## src/hw/rtl/pcp_pkg.sv

```systemverilog
// ---------------------------------------------------------------------------
// pcp_pkg
// shared widths, register codes, types and helpers of the capsule push-out
// ---------------------------------------------------------------------------
package pcp_pkg;

    localparam int CW  = 32;          // coordinate width
    localparam int FB  = 16;          // fraction bits
    localparam int RW  = CW - 1;      // radius width
    localparam int AW  = CW + 1;      // difference width
    localparam int PW  = 2 * AW;      // product of two differences
    localparam int SW  = PW + 2;      // sum of three products
    localparam int TW  = FB + 1;      // projection parameter width
    localparam int OW  = AW + 1;      // offset along the axis
    localparam int DW  = CW + 5;      // vertex to closest point
    localparam int D2W = 2 * RW;      // squared distance inside the radius
    localparam int QW  = CW + 1;      // push quotient width
    localparam int QD  = 4;           // queue depth
    localparam int QAW = $clog2(QD);

    typedef enum logic [2:0] {
        REG_END_A_X,
        REG_END_A_Y,
        REG_END_A_Z,
        REG_END_B_X,
        REG_END_B_Y,
        REG_END_B_Z,
        REG_CAP_RADIUS
    } t_cfg_idx;

    typedef struct packed {
        logic signed [CW-1:0] ax;
        logic signed [CW-1:0] ay;
        logic signed [CW-1:0] az;
        logic signed [CW-1:0] bx;
        logic signed [CW-1:0] by;
        logic signed [CW-1:0] bz;
        logic [RW-1:0]        radius;
    } t_capsule;

    // one classified vertex between front and back
    typedef struct packed {
        logic [2:0][CW-1:0] p;
        logic [2:0]         dn;
        logic [2:0][RW-1:0] dm;
        logic [D2W-1:0]     d2;
        logic               hit;
    } t_geo;

    function automatic logic [AW-1:0] mag_a(input logic signed [AW-1:0] v);
        return v[AW-1] ? AW'(-v) : AW'(v);
    endfunction

    function automatic logic [CW-1:0] sat_coord(input logic signed [CW+2:0] v);
        logic signed [CW+2:0] hi;
        logic signed [CW+2:0] lo;
        hi = (CW+3)'({1'b0, {(CW-1){1'b1}}});
        lo = -hi - 1;
        if (v > hi) return CW'(hi);
        if (v < lo) return CW'(lo);
        return CW'(v);
    endfunction

endpackage

```

## src/hw/rtl/pcp_fifo.sv

```systemverilog
// ---------------------------------------------------------------------------
// pcp_fifo
// short queue between the classify front and the push back
// ---------------------------------------------------------------------------
module pcp_fifo import pcp_pkg::*; (
    input  logic i_clk,
    input  logic i_rst_n,
    input  logic i_valid,
    output logic o_ready,
    input  t_geo i_data,
    output logic o_valid,
    input  logic i_ready,
    output t_geo o_data
);

    t_geo           mem [QD];
    logic [QAW-1:0] r_wr, r_rd;
    logic [QAW:0]   r_cnt;
    logic           push, pop;

    assign o_ready = r_cnt != (QAW+1)'(QD);
    assign o_valid = r_cnt != '0;
    assign o_data  = mem[r_rd];
    assign push    = i_valid && o_ready;
    assign pop     = o_valid && i_ready;

    always_ff @(posedge i_clk) begin
        if (push) mem[r_wr] <= i_data;
    end

    always_ff @(posedge i_clk) begin
        if (!i_rst_n) begin
            r_wr  <= '0;
            r_rd  <= '0;
            r_cnt <= '0;
        end else begin
            if (push) r_wr <= r_wr + 1'b1;
            if (pop) r_rd <= r_rd + 1'b1;
            r_cnt <= r_cnt + (QAW+1)'(push) - (QAW+1)'(pop);
        end
    end

endmodule

```

## config.mk

```make
export PLATFORM = sky130hd
export DESIGN_NAME = pcp_fifo
export DESIGN_NICKNAME = d
export VERILOG_FILES = /design/src/hw/rtl/pcp_pkg.sv /design/src/hw/rtl/pcp_fifo.sv
export SDC_FILE = /design/constraint.sdc
export NUM_CORES = 1
export LEC_CHECK = 0
export BUFFER_PORTS_ARGS = -buffer_cell sky130_fd_sc_hd__buf_2
export CAP_MARGIN = 20
export CORE_UTILIZATION = 50
export DETAILED_ROUTE_END_ITERATION = 8
export PLACE_DENSITY = 0.83
export SLEW_MARGIN = 20
export SYNTH_ARGS = -nofsm -noshare
export SYNTH_HDL_FRONTEND = slang
export SYNTH_SLANG_ARGS = --single-unit
```

## constraint.sdc

```tcl
create_clock -name i_clk -period 10.7 [get_ports i_clk]
set_input_delay 0.535 -clock i_clk [delete_from_list [all_inputs] [get_ports i_clk]]
set_output_delay 0.535 -clock i_clk [all_outputs]
set_load 0.005 [all_outputs]
```

==> out/results.ini <==
[timing]
worst_pin_slew_ns=1.28
setup_viol=0
setup_slack_ns=6.53
maxSlewHeadroom_pct=14.7
period_minus_slack_ns=4.17
final_max_slew_viol_count=0
fin_crit_sh_pct=38.9
fin_tns_setup_ns=0
hold_viol=0
max_freq_mhz=240
fin_skew_ns=0.0335
rsz0062_at_grt=false
holdWs_ns=0.102

[worst_setup_path]
cp-endpoint=mem[2][88]$_DFFE_PP_
worst_path_largest_cell_delay_ns=0.88
path_depth=5
cp-end-kind=register
worstPathMaxFanout=64
ff2ff_path_depth=5
rr_startpoint=r_cnt[1]$_SDFF_PN0_
crit_top_cell=buf_4
cp_slowest_cell=buf_4
setup.worst_path.start=r_cnt[1]$_SDFF_PN0_
critPathTopFamily=buffers and inverters
worstPathArrival_ns=4.42
cp.required_ns=10.95
worst-r2r-setup-slack_ns=6.53
worst-path-buf-inv=2
crit_chain=nor2_1, a21boi_1, and2_4, buf_4, buf_4
cp-start-kind=register
crit_type=register to register
timing.rr.end=mem[2][88]$_DFFE_PP_

[synthesis]
synth_nets=1646
syn_inst=1380
yosysUniqueCellTypes=20
synth_warnings=0
synth.cell_area_mm2=0.0375
synth_seq_cells=1029
synth.avg_cell_area_um2=27.2
seq_area_frac_synth_pct=82.2

[finish]
syn2layout_area_growth_pct=17.8
drive_gt1_share_pct=46.1
layout_commonest_cell=edfxtp_1
layout_common_cells=edfxtp_1 (1,020), buf_2 (515), mux4_2 (255)
nets=2222

[placed_design]
dp_hpwl_mm=44.8
dp_slack_ns=6.39
io_buffers=515
place_congestion=0.749

[global_route]
gr-usage-met1_pct=23.0
antenna_found_initial=21
overflow=0
grt_usage_pct=19.5
grt_pass1_vias=17900
use_met3_pct=6.15
grt_util_met2_pct=33.8
grt_max_degree=147
grt.busiest_layer=met2
grt_pass1_wl_mm=109

[clock_network]
cts_hold_buf=0
ctsLongestPathBuffers=3
cts_setup_buffers=0
numCtsBuffers=100
h-tree-depth=3
cts_tree=built
post_cts_resized=0
clockRootBuffer=clkbuf_16
clk_latency_ns=0.65
path_clk_slew_ns=0.06
clock-sinks=1029

[power]
p_sw_uw=2650
intPower_uw=7940
pwr-share-clk_pct=33.1
power.density_mw_per_mm2=240
p_seq_share_pct=47.5
pwr-share-comb_pct=19.4
swShare_pct=25.0
p_leak_uw=0.0147
irDropWorstVdd_uv=172

[die]
fp.dieW_um=276
core-area_mm2=0.0743
dieArea_mm2=0.0761
die_y_um=276
io_pins=516
start_util_pct=50.5
rows=100

[route]
drc=0
wire_per_inst_um=25.2
dr.pass1.iters=5
ant_nets=0
viasPerCell=5.62
vias=17000
drt_iter0_drc=1409
wl_mm=76.1

[status]
status=finished clean

[run]
cap_violations=0

[worst_hold_path]
hp-class=primary input to register

cells in the mapped netlist:
| library cell | instances | share of area [%] |
|---|---|---|
| edfxtp_1 | 1020 | 82 |
| mux4_2 | 255 | 15 |
| buf_2 | 25 | 0.33 |
| buf_12 | 22 | 1.2 |
| dfxtp_1 | 9 | 0.48 |
| and2_1 | 7 | 0.12 |
| buf_6 | 7 | 0.21 |
| ha_1 | 6 | 0.20 |
| inv_1 | 5 | 0.050 |
| nand2_1 | 5 | 0.050 |
| clkbuf_1 | 4 | 0.040 |
| xnor2_1 | 4 | 0.093 |
| nor2b_1 | 3 | 0.050 |
| mux2i_1 | 2 | 0.053 |
| a21boi_1 | 1 | 0.020 |
| fa_1 | 1 | 0.053 |
| nor2_1 | 1 | 0.010 |
| o311ai_0 | 1 | 0.023 |
| o31a_1 | 1 | 0.023 |
| or3_1 | 1 | 0.017 |
state kept, by name, summed over array words and instances (netlist names), named ones only:
name   count
r_wr       2
mem     1020
r_rd       2
r_cnt      3
worst reg2reg max path, stage by stage (launching register included):
cell and delay [ns]:
dfxtp_1 0.45, nor2_1 0.12, a21boi_1 0.48, and2_4 0.86, buf_4 0.84, buf_4 1.00
metal layers:
layer	share of wire, %	wire length, µm
met3	9.3	7040
met1	35	26600
met4	2.5	1940
met5	0.15	115
met2	53	40500
power groups by stage:
stage,logic [µW],registers [µW],clock network (µW)
CTS,2080,5030,3570
finish,2050,5030,3510
global placement,1980,5090,0
detailed placement,2060,5110,0
global route,2200,5060,3710
floorplan,1400,5130,0
how the worst min path moves through the flow:
stage | slack, ns | depth (start not counted) | start | to
detailed placement | 0.52 | 2 | r_wr[1]$_SDFFE_PN0P_ | r_wr[1]$_SDFFE_PN0P_
global placement | 0.48 | 2 | r_wr[1]$_SDFFE_PN0P_ | r_wr[1]$_SDFFE_PN0P_
finish | 0.10 | 1 | i_data[67] | mem[2][67]$_DFFE_PP_
CTS | 0.04 | 1 | i_data[67] | mem[1][67]$_DFFE_PP_
floorplan | 0.47 | 2 | r_wr[1]$_SDFFE_PN0P_ | r_wr[1]$_SDFFE_PN0P_
global route | 0.05 | 1 | i_data[67] | mem[1][67]$_DFFE_PP_
per-stage QoR:
step | instance area (µm²) | total power [µW] | instances | util [%]
final | 44200 | 10600 | 3021 | 59.4
after detailed placement | 40800 | 7170 | 2823 | 54.9
after global routing | 44200 | 11000 | 3016 | 59.4
after global placement | 40800 | 7070 | 2822 | 54.9
after CTS | 44100 | 10700 | 3007 | 59.4
after floorplan | 37500 | 6530 | 1380 | -
cells by family (layout without fill, tap and decap cells):
| kind of cell | count (synthesis) | in the layout | synth area share [%] |
|---|---|---|---|
| simple gates | 17 | 17 | 0.244 |
| compound gates | 3 | 3 | 0.0668 |
| flops | 1029 | 1029 | 82.2 |
| mux | 257 | 257 | 15.4 |
| xor+xnor | 4 | 4 | 0.0934 |
| other cells | 0 | 14 | 0 |
| buf+inv | 63 | 721 | 1.81 |
| fa+ha+maj | 7 | 7 | 0.254 |
area by class of cell:
type                    count  area (µm²)
diodes                     14        35.0
repair buffers            532        2760
multi-input cells         288        6020
clock inverters            62         667
well taps                 969        1210
inverters                   5        18.8
clock buffers             122        2650
fillers                  5026       30100
flip-flops and latches   1029       30800
(Power assumes the default switching activity.)
